==> config.mk <==
export PLATFORM = sky130hd
export DESIGN_NAME = tvb_front_flat
export DESIGN_NICKNAME = d
export VERILOG_FILES = /design/src/design/assert_macros.svh /design/src/design/tvb_pkg.sv /design/src/design/tvb_if.sv /design/src/design/tvb_front.sv /design/src/flat_wrapper.sv
export SDC_FILE = /design/constraint.sdc
export NUM_CORES = 1
export LEC_CHECK = 0
export BUFFER_PORTS_ARGS = -buffer_cell sky130_fd_sc_hd__clkbuf_2
export CAP_MARGIN = 25
export CORE_AREA = 2 2 79 81
export DETAILED_ROUTE_END_ITERATION = 10
export DIE_AREA = 0 0 81 83
export PLACE_DENSITY_LB_ADDON = 0.15
export SETUP_SLACK_MARGIN = 0.1
export SLEW_MARGIN = 40
export SYNTH_ARGS = -nofsm -noshare
export SYNTH_HDL_FRONTEND = slang
export SYNTH_SLANG_ARGS = --single-unit
==> constraint.sdc <==
create_clock -name vclk -period 3.3
set_clock_uncertainty 0.05 [all_clocks]
set_input_delay 0.33 -clock vclk [all_inputs]
set_output_delay 0.33 -clock vclk [all_outputs]
set_load 0.02 [all_outputs]
==> src/design/assert_macros.svh <==
// ----------------------------------------------------------------------------
// assert_macros.svh
// Assertion helper macros shared by the design files
// ----------------------------------------------------------------------------
`ifndef ASSERT_MACROS_SVH
`define ASSERT_MACROS_SVH

`ifndef ASSERT_OFF

// property must hold at every rising clock edge outside reset
`define ASSERT_PROP(label, clk, rst_n, prop, msg) \
  label: assert property (@(posedge clk) disable iff (!rst_n) prop) else $error(msg);

// expression must never be true outside reset
`define ASSERT_NEVER(label, clk, rst_n, expr, msg) \
  label: assert property (@(posedge clk) disable iff (!rst_n) !(expr)) else $error(msg);

`else

`define ASSERT_PROP(label, clk, rst_n, prop, msg)
`define ASSERT_NEVER(label, clk, rst_n, expr, msg)

`endif

`endif

==> src/design/tvb_pkg.sv <==
// ----------------------------------------------------------------------------
// tvb_pkg
// Types and constants of the tagged value box / unbox / hash unit
// ----------------------------------------------------------------------------
package tvb_pkg;

  // request codes
  typedef enum logic [1:0] {
    REQ_BOX_REAL = 2'd0,
    REQ_BOX_INT  = 2'd1,
    REQ_BOX_BOOL = 2'd2,
    REQ_UNBOX    = 2'd3
  } req_e;

  // decoded value types
  typedef enum logic [2:0] {
    TYPE_NIL  = 3'd0,
    TYPE_REAL = 3'd1,
    TYPE_INT  = 3'd2,
    TYPE_BOOL = 3'd3,
    TYPE_HEAP = 3'd4
  } type_code_e;

  // how the back end forms the hash
  typedef enum logic [1:0] {
    HASH_ZERO = 2'd0,
    HASH_COPY = 2'd1,
    HASH_MIX  = 2'd2
  } hash_sel_e;

  // tag values in the low bits of a boxed word
  localparam logic [0:0] TagReal = 1'b1;
  localparam logic [1:0] TagInt  = 2'b10;
  localparam logic [2:0] TagBool = 3'b100;

  // murmur3 fmix64 multipliers
  localparam logic [63:0] FmixC1 = 64'hff51afd7ed558ccd;
  localparam logic [63:0] FmixC2 = 64'hc4ceb9fe1a85ec53;
  localparam int unsigned FmixShift = 33;

  // default depth of the front-to-back queue
  localparam int unsigned QueueDepthDefault = 4;

  // one classified transaction in flight between front and back
  typedef struct packed {
    logic       ok;
    logic [63:0] boxed_word;
    type_code_e type_code;
    logic [63:0] unboxed_bits;
    hash_sel_e  hash_sel;
    logic       hash_valid;
  } entry_t;

  // queue status seen by the top level
  typedef struct packed {
    logic full;
    logic empty;
  } queue_stat_t;

endpackage

==> src/design/tvb_if.sv <==
// ----------------------------------------------------------------------------
// tvb_if
// Request and response channel interfaces (valid / ready)
// ----------------------------------------------------------------------------
interface tvb_req_if;
  logic        valid;
  logic        ready;
  logic [1:0]  req_type;
  logic [63:0] value;

  modport source (output valid, output req_type, output value, input ready);
  modport sink   (input valid, input req_type, input value, output ready);
endinterface


==> src/design/tvb_front.sv <==
// ----------------------------------------------------------------------------
// tvb_front
// Accepts requests, boxes values and decodes tags into queue entries
// ----------------------------------------------------------------------------
module tvb_front
  import tvb_pkg::*;
(
  tvb_req_if.sink req_i,
  input  logic    push_ready_i,
  output logic    push_valid_o,
  output entry_t  push_entry_o
);

  logic [63:0] v;
  entry_t      e;

  assign v = req_i.value;

  // handshake straight through to the queue
  assign push_valid_o = req_i.valid;
  assign req_i.ready  = push_ready_i;

  // classify and box / decode
  always_comb begin
    e            = '0;
    e.ok         = 1'b1;
    e.type_code  = TYPE_NIL;
    e.hash_sel   = HASH_ZERO;
    e.hash_valid = 1'b0;
    unique case (req_e'(req_i.req_type))
      REQ_BOX_REAL: begin
        // inline only when exponent bits 62 and 61 differ
        if (v[62] != v[61]) begin
          e.boxed_word = {v[63], v[61:0], TagReal};
        end else begin
          e.ok = 1'b0;
        end
      end
      REQ_BOX_INT: begin
        // fits int62 when the top three bits agree
        if ((v[63] == v[62]) && (v[62] == v[61])) begin
          e.boxed_word = {v[61:0], TagInt};
        end else begin
          e.ok = 1'b0;
        end
      end
      REQ_BOX_BOOL: begin
        e.boxed_word = {60'd0, v[0], TagBool};
      end
      REQ_UNBOX: begin
        e.hash_valid = 1'b1;
        priority if (v[0]) begin
          e.type_code    = TYPE_REAL;
          e.unboxed_bits = {v[63], ~v[62], v[62:1]};
          e.hash_sel     = HASH_MIX;
        end else if (v[1]) begin
          // tag 2 and tag 6 both decode as int
          e.type_code    = TYPE_INT;
          e.unboxed_bits = {{2{v[63]}}, v[63:2]};
          e.hash_sel     = HASH_MIX;
        end else if (v[2]) begin
          e.type_code    = TYPE_BOOL;
          e.unboxed_bits = {63'd0, |v[63:3]};
          e.hash_sel     = HASH_COPY;
        end else if (v == 64'd0) begin
          e.type_code = TYPE_NIL;
        end else begin
          // heap reference: pointer passes through, no hash
          e.type_code    = TYPE_HEAP;
          e.unboxed_bits = v;
          e.hash_valid   = 1'b0;
        end
      end
    endcase
  end

  assign push_entry_o = e;

endmodule

==> src/flat_wrapper.sv <==
// flat-port wrapper written by rule: the top's interface ports become plain ports
module tvb_front_flat import tvb_pkg::*;
  (push_ready_i, push_valid_o, push_entry_o, req_i_valid, req_i_req_type, req_i_value, req_i_ready);
  tvb_req_if req_i_i ();
  input  logic push_ready_i;
  output logic push_valid_o;
  output entry_t push_entry_o;
  input wire logic [$bits(req_i_i.valid)-1:0] req_i_valid;
  input wire logic [$bits(req_i_i.req_type)-1:0] req_i_req_type;
  input wire logic [$bits(req_i_i.value)-1:0] req_i_value;
  output wire logic [$bits(req_i_i.ready)-1:0] req_i_ready;
  assign req_i_i.valid = req_i_valid;
  assign req_i_i.req_type = req_i_req_type;
  assign req_i_i.value = req_i_value;
  assign req_i_ready = req_i_i.ready;
  tvb_front u_core (.req_i(req_i_i), .push_ready_i(push_ready_i), .push_valid_o(push_valid_o), .push_entry_o(push_entry_o));
endmodule
## Word level (Yosys, flattened, before mapping)

Index checks and enable logic that the tools add are counted.
Widths: inputs -> output; s select.

| cells by class | value |
|---|---|
| bitwise logic cells | 1 |
| order comparisons | 0 |
| reduce and logical (&&, ||, !) cells | 4 |
| divide/modulo/power cells | 0 |
| shifts and indexed selects | 0 |
| muxes and demuxes | 17 |
| equality and inequality tests | 6 |
| add/subtract/negate cells | 0 |
| $mul | 0 |

Operator list:

| operator | number |
|---|---|
| $mux 64 | 3 |
| $pmux 64 s3 | 1 |
| $mux 69 | 2 |
| $mux 70 | 1 |
| $mux 67 | 1 |
| $logic_not 64->1 | 1 |
| $reduce_or 61->1 | 1 |
| $mux 1 | 7 |
| $eq 2x2->1 const B | 2 |
| $mux 3 | 1 |
| $eq 1x1->1 | 2 |
| $eq 2x1->1 const B | 1 |
| $logic_not 2->1 | 1 |
| $pmux 1 s2 | 1 |
| $logic_and 1x1->1 | 1 |
| $ne 1x1->1 | 1 |
| $not 1->1 | 1 |

| storage, ports and cells | value |
|---|---|
| output and inout port bits | 137 |
| logic and storage cells | 28 |
| bits of input ports | 68 |
| ROM bits | 0 |
| RAM bits | 0 |
| memories | 0 |
| bits in latches | 0 |
| bits in registers | 0 |

## Depth between registers and ports, before layout

| depth | value |
|---|---|
| depth in word-level cells | 6 |
| gate-level depth with buffers | 7 |
| depth with buffers taken out | 6 |

## Worst setup path before layout

OpenSTA, ideal clock, no wires.

| timing path | value |
|---|---|
| kind | input-to-output |
| from | input req_i_value[61] |
| to | output push_entry_o[72] (netlist bit) |
| path buffers | 2 |
| stages | 7 |
| slack | 1,329 ps |
| arrival time | 1,591 ps |
| data required time | 2,920 ps |
| path through | inv_1 > ha_1 > nor4b_1 > buf_2 > buf_2 > nand2_1 > o21ai_0 |

RTL lines:

| what | RTL line | source |
|---|---|---|
| from (decl) | flat_wrapper.sv:10 | `input wire logic [$bits(req_i_i.value)-1:0] req_i_value;` |
| to (decl) | flat_wrapper.sv:7 | `output entry_t push_entry_o;` |

==> run_results.csv <==
group,metric,value,unit
status,status,"complete, no violations",
setup_path,cp_max_fo,43,
cells_and_area,multi_input_area,2140,um^2
global_route,grt_max_degree,132,
power_and_ir_drop,vdd_drop_max,0.0799,mV
drt,drt-total-wl,10400,um
drt,drtIter0Drc,207,
cells_and_area,final_nets,585,
cells_and_area,layout.area.seq,0,um^2
cells_and_area,nFlopsAndLatches,0,
drt,vias,3763,
timing,rsz0062_at_grt,"false",
placed_design,post-dp-hpwl,7360,um
timing,setup_violations,0,
cells_and_area,final_common_cell,"clkbuf_2",
synth,syn_inst,356,
worst_hold_path,hold_path_class,"input pin to output port",
setup_path,critPathArrivalTime,2300,ps
timing,period_needed,2680,ps
floorplanning,die_height,83,um
floorplanning,dieArea,6720,um^2
cells_and_area,area_growth,40.1,%
floorplanning,start_util,0.407,
placed_design,place.gp.congestion,0.774,
timing,tns,0,ps
flow_run,max-cap-violations,0,
cells_and_area,n_antenna_cell,0,
cells_and_area,nClkBuffers,0,
floorplanning,coreArea,5820,um^2
drt,drc,0,
global_route,groute.usage.overall,0.281,
synth,yosysSeqAreaShare,0,
setup_path,crit_path_end_kind,"output port",
setup_path,cp-startpoint,"req_i_value[61]",
synth,netlist_area,2360,um^2
floorplanning,die_w,81,um
floorplanning,row_count,28,
cells_and_area,final_layout_size_suffix_gt1_frac,0.424,
cells_and_area,final_cell_mix,"clkbuf_2 (200), nor3_1 (59), a221oi_1 (59)",
global_route,grt_overflow,0,
setup_path,path_class,"input pin to output port",
synth,yosysUniqueCellTypes,34,
timing,slew_headroom,0.478,
setup_path,cp-start-kind,"input pin",
drt,ant_nets,0,
cells_and_area,finalCoreUtilization,0.570,
cells_and_area,fillers,619,
clock_network,post_cts_buffers,0,
synth,syn_avg_cell_area,6.64,um^2
drt,drt-pass1-iter-count,5,
power_and_ir_drop,p_leak,1.61,nW
timing,worstMarginPinSlew,784,ps
clock_network,cts.repair.resized,0,
setup_path,cp.required,2920,ps
setup_path,endpoint,"push_entry_o[107]",
global_route,grt_pass1_vias,3014,
synth,ys.warnings.count,0,
global_route,grt_first_pass_wirelength,16000,um
clock_network,cts_hold_buf,0,
timing,hold_viol_final,0,
floorplanning,ios,205,
drt,wl_per_cell,17.7,um
global_route,antenna_found_initial,0,
synth,synth_fp_nets,427,
timing,finalCritPeriodShare,0.813,
power_and_ir_drop,powerDensity,161,nW/um^2
timing,max_clock_freq,373,MHz
timing,finalMaxSlewViolations,0,
drt,viasPerCell,6.41,
placed_design,portBuffers,201,
==> area by class of cell <==
| type | instances | share of cell area |
|---|---|---|
| Tap cell | 75 | 0.0283 |
| Multi-Input combinational cell | 299 | 0.645 |
| Inverter | 5 | 0.00566 |
| Timing Repair Buffer | 208 | 0.321 |
==> synth_stat cells (all sizes together), types with 2 or more instances <==
| cell type | count | area share |
|---|---|---|
| nor2b | 55 | 0.15 |
| mux2i | 3 | 0.013 |
| nand4 | 4 | 0.011 |
| nor2 | 10 | 0.016 |
| nor3 | 59 | 0.12 |
| nand2 | 4 | 0.0063 |
| inv | 5 | 0.0079 |
| and2 | 2 | 0.0053 |
| a221oi | 59 | 0.22 |
| o21ai | 2 | 0.0042 |
| nor4 | 18 | 0.054 |
| ha | 3 | 0.016 |
| a22o | 60 | 0.22 |
| buf | 24 | 0.052 |
| clkbuf | 28 | 0.044 |
| and2b | 3 | 0.010 |
| nand3 | 3 | 0.0063 |
| a21oi | 3 | 0.0063 |
==> kinds of logic after synthesis <==
| kind of cell | after synthesis | share of synthesized area |
|---|---|---|
| adder cells (fa/ha/maj) | 3 | 0.0159 |
| multiplexers | 3 | 0.0127 |
| AND/OR/NAND/NOR | 163 | 0.394 |
| AO/OA/AOI/OAI | 130 | 0.474 |
| buffers and inverters | 57 | 0.104 |
==> worst min-delay path by stage <==
stage                             from      endpoint  slack, ps  cells after the start
final                      req_i_valid  push_valid_o        610                      0
after floorplan            req_i_valid  push_valid_o        720                      1
after detailed placement  push_ready_i   req_i_ready        610                      0
after CTS                 push_ready_i   req_i_ready        610                      0
after global placement    push_ready_i   req_i_ready        610                      0
after global routing       req_i_valid  push_valid_o        610                      0
==> per-stage QoR <==
step                setup WS [ps]  hold slack, ps  power (mW)  instance area (um^2)  std cells
detailed placement            610             610       0.531                  3310        587
CTS                           608             610       0.533                  3310        587
finish                        617             610       0.535                  3310        587
global placement              709             610       0.525                  3310        587
floorplan                    1330             723       0.330                  2360        356
global route                  435             610       0.577                  3310        587
==> critical path, cell delays in order <==
cell,delay [ps]
clkbuf_2,150
inv_1,70
ha_1,320
and2_2,670
buf_4,380
a22o_1,200
clkbuf_2,170
==> power by group <==
| group | switching, mW | internal, mW | leakage (nW) |
|---|---|---|---|
| sequential | 0 | 0 | 0 |
| clock | 0 | 0 | 0 |
| combinational | 0.347 | 0.188 | 1.61 |
==> layer usage <==
metal  wire (um)  track usage  up-vias
met2        5060        0.467      229
met3         862       0.0152        8
li1            -            -     1765
met5           0            0        -
met4          89       0.0293        0
met1        4390        0.407     1761
Power figures use the tool's default switching activity.
