===== src/design/assert_macros.svh =====
// ----------------------------------------------------------------------------
// assert_macros.svh
// Assertion helper macros shared by the design files
// ----------------------------------------------------------------------------
`ifndef ASSERT_MACROS_SVH
`define ASSERT_MACROS_SVH

`ifndef ASSERT_OFF

// property must hold at every rising clock edge outside reset
`define ASSERT_PROP(label, clk, rst_n, prop, msg) \
  label: assert property (@(posedge clk) disable iff (!rst_n) prop) else $error(msg);

// expression must never be true outside reset
`define ASSERT_NEVER(label, clk, rst_n, expr, msg) \
  label: assert property (@(posedge clk) disable iff (!rst_n) !(expr)) else $error(msg);

`else

`define ASSERT_PROP(label, clk, rst_n, prop, msg)
`define ASSERT_NEVER(label, clk, rst_n, expr, msg)

`endif

`endif


===== src/design/tvb_pkg.sv =====
// ----------------------------------------------------------------------------
// tvb_pkg
// Types and constants of the tagged value box / unbox / hash unit
// ----------------------------------------------------------------------------
package tvb_pkg;

  // request codes
  typedef enum logic [1:0] {
    REQ_BOX_REAL = 2'd0,
    REQ_BOX_INT  = 2'd1,
    REQ_BOX_BOOL = 2'd2,
    REQ_UNBOX    = 2'd3
  } req_e;

  // decoded value types
  typedef enum logic [2:0] {
    TYPE_NIL  = 3'd0,
    TYPE_REAL = 3'd1,
    TYPE_INT  = 3'd2,
    TYPE_BOOL = 3'd3,
    TYPE_HEAP = 3'd4
  } type_code_e;

  // how the back end forms the hash
  typedef enum logic [1:0] {
    HASH_ZERO = 2'd0,
    HASH_COPY = 2'd1,
    HASH_MIX  = 2'd2
  } hash_sel_e;

  // tag values in the low bits of a boxed word
  localparam logic [0:0] TagReal = 1'b1;
  localparam logic [1:0] TagInt  = 2'b10;
  localparam logic [2:0] TagBool = 3'b100;

  // murmur3 fmix64 multipliers
  localparam logic [63:0] FmixC1 = 64'hff51afd7ed558ccd;
  localparam logic [63:0] FmixC2 = 64'hc4ceb9fe1a85ec53;
  localparam int unsigned FmixShift = 33;

  // default depth of the front-to-back queue
  localparam int unsigned QueueDepthDefault = 4;

  // one classified transaction in flight between front and back
  typedef struct packed {
    logic       ok;
    logic [63:0] boxed_word;
    type_code_e type_code;
    logic [63:0] unboxed_bits;
    hash_sel_e  hash_sel;
    logic       hash_valid;
  } entry_t;

  // queue status seen by the top level
  typedef struct packed {
    logic full;
    logic empty;
  } queue_stat_t;

endpackage


===== src/design/tvb_queue.sv =====
// ----------------------------------------------------------------------------
// tvb_queue
// Short FIFO between the classifying front and the hashing back end
// ----------------------------------------------------------------------------
module tvb_queue
  import tvb_pkg::*;
#(
  parameter int unsigned Depth = QueueDepthDefault
) (
  input  logic        clk_i,
  input  logic        rst_ni,
  input  logic        push_valid_i,
  output logic        push_ready_o,
  input  entry_t      push_entry_i,
  output logic        pop_valid_o,
  input  logic        pop_ready_i,
  output entry_t      pop_entry_o,
  output queue_stat_t stat_o
);

  localparam int unsigned PtrW = (Depth > 1) ? $clog2(Depth) : 1;
  localparam int unsigned CntW = $clog2(Depth + 1);

  entry_t            mem_q [Depth];
  logic [PtrW-1:0]   wr_ptr_q, wr_ptr_d;
  logic [PtrW-1:0]   rd_ptr_q, rd_ptr_d;
  logic [CntW-1:0]   cnt_q, cnt_d;
  logic              full, empty, push, pop;

  assign full  = (cnt_q == CntW'(Depth));
  assign empty = (cnt_q == '0);
  assign push  = push_valid_i && !full;
  assign pop   = pop_ready_i && !empty;

  assign push_ready_o = !full;
  assign pop_valid_o  = !empty;
  assign pop_entry_o  = mem_q[rd_ptr_q];
  assign stat_o       = '{full: full, empty: empty};

  // pointer and count update
  always_comb begin
    wr_ptr_d = wr_ptr_q;
    rd_ptr_d = rd_ptr_q;
    cnt_d    = cnt_q;
    if (push) begin
      wr_ptr_d = (wr_ptr_q == PtrW'(Depth - 1)) ? '0 : wr_ptr_q + 1'b1;
    end
    if (pop) begin
      rd_ptr_d = (rd_ptr_q == PtrW'(Depth - 1)) ? '0 : rd_ptr_q + 1'b1;
    end
    if (push && !pop) begin
      cnt_d = cnt_q + 1'b1;
    end else if (pop && !push) begin
      cnt_d = cnt_q - 1'b1;
    end
  end

  always_ff @(posedge clk_i or negedge rst_ni) begin
    if (!rst_ni) begin
      wr_ptr_q <= '0;
      rd_ptr_q <= '0;
      cnt_q    <= '0;
    end else begin
      wr_ptr_q <= wr_ptr_d;
      rd_ptr_q <= rd_ptr_d;
      cnt_q    <= cnt_d;
    end
  end

  // entry storage
  always_ff @(posedge clk_i) begin
    if (push) begin
      mem_q[wr_ptr_q] <= push_entry_i;
    end
  end

endmodule


===== config.mk =====
export PLATFORM = sky130hd
export DESIGN_NAME = tvb_queue
export DESIGN_NICKNAME = d
export VERILOG_FILES = /design/src/design/assert_macros.svh /design/src/design/tvb_pkg.sv /design/src/design/tvb_queue.sv
export SDC_FILE = /design/constraint.sdc
export NUM_CORES = 1
export LEC_CHECK = 0
export BUFFER_PORTS_ARGS = -buffer_cell sky130_fd_sc_hd__buf_2
export CORE_MARGIN = 5
export CORE_UTILIZATION = 27
export CTS_CLUSTER_SIZE = 20
export DETAILED_ROUTE_END_ITERATION = 16
export GPL_TIMING_DRIVEN = 0
export PLACE_DENSITY_LB_ADDON = 0.12
export SYNTH_ARGS = -nofsm -noshare
export SYNTH_HDL_FRONTEND = slang
export SYNTH_SLANG_ARGS = --single-unit

===== constraint.sdc =====
create_clock -name clk_i -period 3.6 [get_ports clk_i]
set_clock_uncertainty 0.15 [all_clocks]
set_input_delay 0.18 -clock clk_i [delete_from_list [all_inputs] [get_ports clk_i]]
set_output_delay 0.18 -clock clk_i [all_outputs]
set_load 0.05 [all_outputs]

# After elaboration in Yosys (flattened, before gate mapping)
# Memory sizes are Yosys's and may differ from the RTL's.
# Cells that the tools add are included.
[classes]
mul = 0
shifts = 0
order_cmp = 0
div_mod_pow = 0
n_mux = 6
n_reduce_logical = 10
n_eq_ne = 3
addsub = 4
bitwise_logic = 0
[ops]
columns = ["op", "count"]
rows = [
  ["two-way mux 3 bit", 2],
  ["adder 2 x 1 -> 2 bit (second input constant)", 2],
  ["equality test 2 bit (second input constant)", 2],
  ["logical AND 1 bit", 4],
  ["logical NOT 1 bit", 4],
  ["two-way mux 2 bit", 2],
  ["adder 3 x 1 -> 3 bit (second input constant)", 1],
  ["equality test 3 bit (second input constant)", 1],
  ["logical NOT 3 bit", 1],
  ["subtractor 3 x 1 -> 3 bit (second input constant)", 1],
  ["two-way mux 1 bit", 2],
  ["nonzero test 2 bit", 1],
]
[totals]
reg_bits = 7
latch_bits = 0
output_inout_bits = 139
romBits = 0
mem_count = 1
mem_bits_rw = 540
wordCells = 27
in_bits = 139
[mem_list]
columns = ["name", "depth", "width", "read_ports", "rd_ports_with_merged_regs", "wr", "line", "rtl"]
rows = [
  ["mem_q", 4, 135, 1, 0, 1, "tvb_queue.sv:24", "entry_t mem_q [Depth];"],
]

# Longest topological paths before layout
[depth]
word_depth = 7
mapped_depth = 9
ltp_nobuf = 8

# Least setup slack after synthesis
# Ideal clock, no wire load.
[synth_path]
path_kind = "register to register"
startpoint = "register cnt_q[2]"
endpoint = "memory mem_q[0][0] (netlist bit), enable pin"
arrival_ns = 2.433
path_stages_with_launch = 4
setup_time_ns = 0.435
n_path_buf = 1
slack_ns = 0.583
period_less_slack_ns = 3.017
required_time_ns = 3.015
cell_sequence = "dfrtp_1 or3b_1 buf_6 and3_2"
[synth_between]
elab_chain_cells = 5
[synth_lines]
columns = ["item", "line", "rtl"]
rows = [
  ["start: declaration", "tvb_queue.sv:27", "logic [CntW-1:0] cnt_q, cnt_d;"],
  ["start signal: assignment", "tvb_queue.sv:66", "cnt_q <= cnt_d;"],
  ["equality test 3 bit", "tvb_queue.sv:30", "assign full = (cnt_q == CntW'(Depth));"],
  ["logical NOT 1 bit", "--", ""],
  ["via push_ready_o", "tvb_queue.sv:13", "output logic push_ready_o,"],
  ["logical AND 1 bit", "tvb_queue.sv:32", "assign push = push_valid_i && !full;"],
  ["two-way mux 1 bit", "tvb_queue.sv:72", "if (push) begin"],
  ["two-way mux 1 bit (not written as such)", "tvb_queue.sv:73", "mem_q[wr_ptr_q] <= push_entry_i;"],
  ["end: declaration", "tvb_queue.sv:24", ""],
]
# The timed path passes the listed nets, and every way through them passes these cells.

==> flow_metrics.py <==
metrics = {
    "status": {
        "outcome": "finished, final reports clean",
    },
    "global_routing": {
        "antenna_found_initial": 5,
        "grt_max_degree": 50,
        "grt.overflow.total": 0,
        "grt_pass1_vias": 10679,
        "grt_usage_pct": 11.6,
        "grt_first_pass_wirelength_mm": 69.3,
    },
    "layout": {
        "nets": 1381,
        "finalInstanceArea_um2": 25900,
        "fillCellCount": 6913,
        "multi_input_area_um2": 3310,
        "area_growth_pct": 30.4,
        "final_cells": 2242,
        "fin_util_pct": 35.5,
        "drive_gt1_share_pct": 41.9,
        "area.sequential_um2": 16400,
    },
    "sta": {
        "finalHoldViolCount": 0,
        "fin_crit_sh_pct": 84.1,
        "setup_viol": 0,
        "rsz0062_at_grt": "false",
        "layout_min_cycle_time_ns": 3.03,
        "hold_slack_ns": 0.167,
        "slew_violations": 0,
        "worst-slew-pin-transition_ns": 0.821,
        "max_freq_ghz": 0.330,
        "relSlewSlack_pct": 45.3,
    },
    "job": {
        "drv_cap": 0,
    },
    "placed_design": {
        "dp_hpwl_mm": 28.5,
        "placed_cells": 1993,
        "place_area_um2": 22800,
        "io_buffers": 277,
        "gp_congestion": 0.637,
    },
    "route": {
        "ant_nets": 0,
        "viasPerCell": 4.25,
        "drt-total-wl_mm": 45.9,
        "routedWlPerCell_um": 20.5,
        "first_pass_iters": 4,
        "vias": 9532,
        "drc": 0,
        "drtIter0Drc": 512,
    },
    "critical_path": {
        "end_kind": "output pin",
        "worstPathMaxFanout": 10,
        "start_kind": "flip-flop",
        "worstPathArrival_ns": 2.70,
        "critPathKind": "flip-flop to output pin",
        "crit_required_ns": 3.27,
    },
    "die": {
        "die_w_um": 281,
        "io_pins": 278,
        "rows": 99,
        "core_um2": 73100,
        "die_y_um": 281,
        "die-area_um2": 79200,
        "initial_utilization_pct": 27.2,
    },
    "cts": {
        "cts_tree": "built",
        "htree_levels": 2,
        "cts.reportedPaths.clkPinSlew_ns": 0.06,
        "ctsRootBufferMaster": "clkbuf_16",
        "cts_buffers": 60,
        "cts.repair.resized": 0,
        "clk_path_buf_depth": 3,
        "cts_setup_buffers": 0,
        "clkSinkCount": 547,
        "clk_latency_ns": 0.60,
        "hold_buffers": 139,
    },
    "yosys": {
        "synth_cell_types": 20,
        "seq_area_frac_synth_pct": 82.4,
        "synth.cell_area_um2": 19900,
        "synth_cells": 746,
        "synth_area_per_cell_um2": 26.7,
        "syn_nets": 892,
        "ys_ff_latch": 547,
        "yosysWarnings": 0,
    },
    "pwr": {
        "power_mw": 23.7,
        "p_leak_nw": 8.82,
        "ir_drop_mv": 0.509,
        "p_per_area_nw_per_um2": 913,
    },
    "worst_hold_path": {
        "hp-class": "primary input to flip-flop",
    },
}
[Yosys cell counts, drive strengths merged]
cell type | number | share of area, %
nor2 | 3 | 0.057
fa | 1 | 0.10
dfrtp | 7 | 0.88
edfxtp | 540 | 81
xnor2 | 1 | 0.044
or3b | 1 | 0.044
xor2 | 2 | 0.088
mux2 | 5 | 0.32
ha | 6 | 0.38
and3 | 4 | 0.15
nand2 | 1 | 0.019
or3 | 1 | 0.038
and2 | 1 | 0.044
buf | 33 | 0.99
mux4 | 135 | 15
inv | 5 | 0.094
[worst max-delay path, cell delays in order (launching register included)]
cell     delay (ns)
dfrtp_1        0.34
buf_2          0.41
buf_1          0.67
mux4_2         0.42
buf_2          0.23
[power by group]
| part | internal [mW] | switching (mW) | total (mW) |
|---|---|---|---|
| Clock | 3.13 | 2.36 | 5.49 |
| Combinational | 2.86 | 6.71 | 9.57 |
| Sequential | 8.39 | 0.238 | 8.63 |
| Total | 14.4 | 9.31 | 23.7 |
[metal layers]
metal	GRT usage [%]	routed length [µm]	up-vias	part of all wire (%)
li1	-	-	4237	-
met4	3.14	1030	0	2.2
met5	0	0	-	0
met3	3.72	3190	74	7.0
met1	14.6	19200	4996	42
met2	19.3	22500	225	49
[through the flow]
| step | setup slack (ns) | setup TNS, ns |
|---|---|---|
| floorplan | 0.583 | 0 |
| global placement | -1.11 | -570.47 |
| detailed placement | 1.03 | 0 |
| CTS | 0.345 | 0 |
| global route | 0.323 | 0 |
| finish | 0.573 | 0 |
[layout by cell type, fill, tap and decap left out, drive strengths merged]
cell type      n
edfxtp       540
buf          321
dlygate4sd3  139
mux4         135
clkbuf        72
clkinv        31
dfrtp          7
ha             6
inv            6
diode          5
mux2           5
and3           4
nor2           3
xor2           2
or3            1
or3b           1
and2           1
nand2          1
xnor2          1
fa             1
bufinv         1
[state kept, by name, summed over array words and instances, names as in the netlist]
name,flops
cnt_q,3
wr_ptr_q,2
rd_ptr_q,2
mem_q,540
[final timing paths]
path,end,slack [ns],depth (start not counted),startpoint
max,pop_entry_o[68],0.57,4,rd_ptr_q[1]
min,mem_q[3][99],0.17,2,push_entry_i[99]
max reg2reg,mem_q[0][83],1.18,5,cnt_q[0]
min reg2reg,cnt_q[2],0.33,1,cnt_q[2]
max in group asynchronous,rd_ptr_q[0],2.63,3,rst_ni
min in group asynchronous,cnt_q[2],0.41,3,rst_ni
[final cells by class]
| class | count | area share (%) |
|---|---|---|
| timing repair buffer | 427 | 11.8 |
| clock inverter | 33 | 0.666 |
| sequential | 547 | 63.2 |
| inverter | 5 | 0.0723 |
| tap | 959 | 4.63 |
| multi-input combinational | 161 | 12.8 |
| antenna | 5 | 0.0482 |
| clock buffer | 72 | 6.04 |
| buffer | 33 | 0.757 |
[cell families after synthesis]
group | share of synthesized area (%)
xor+xnor | 0.132
fa+ha+maj | 0.478
buf+inv | 1.08
flops | 82.4
mux | 15.6
simple gates | 0.352
No activity file was read; power rests on OpenSTA's default activity.
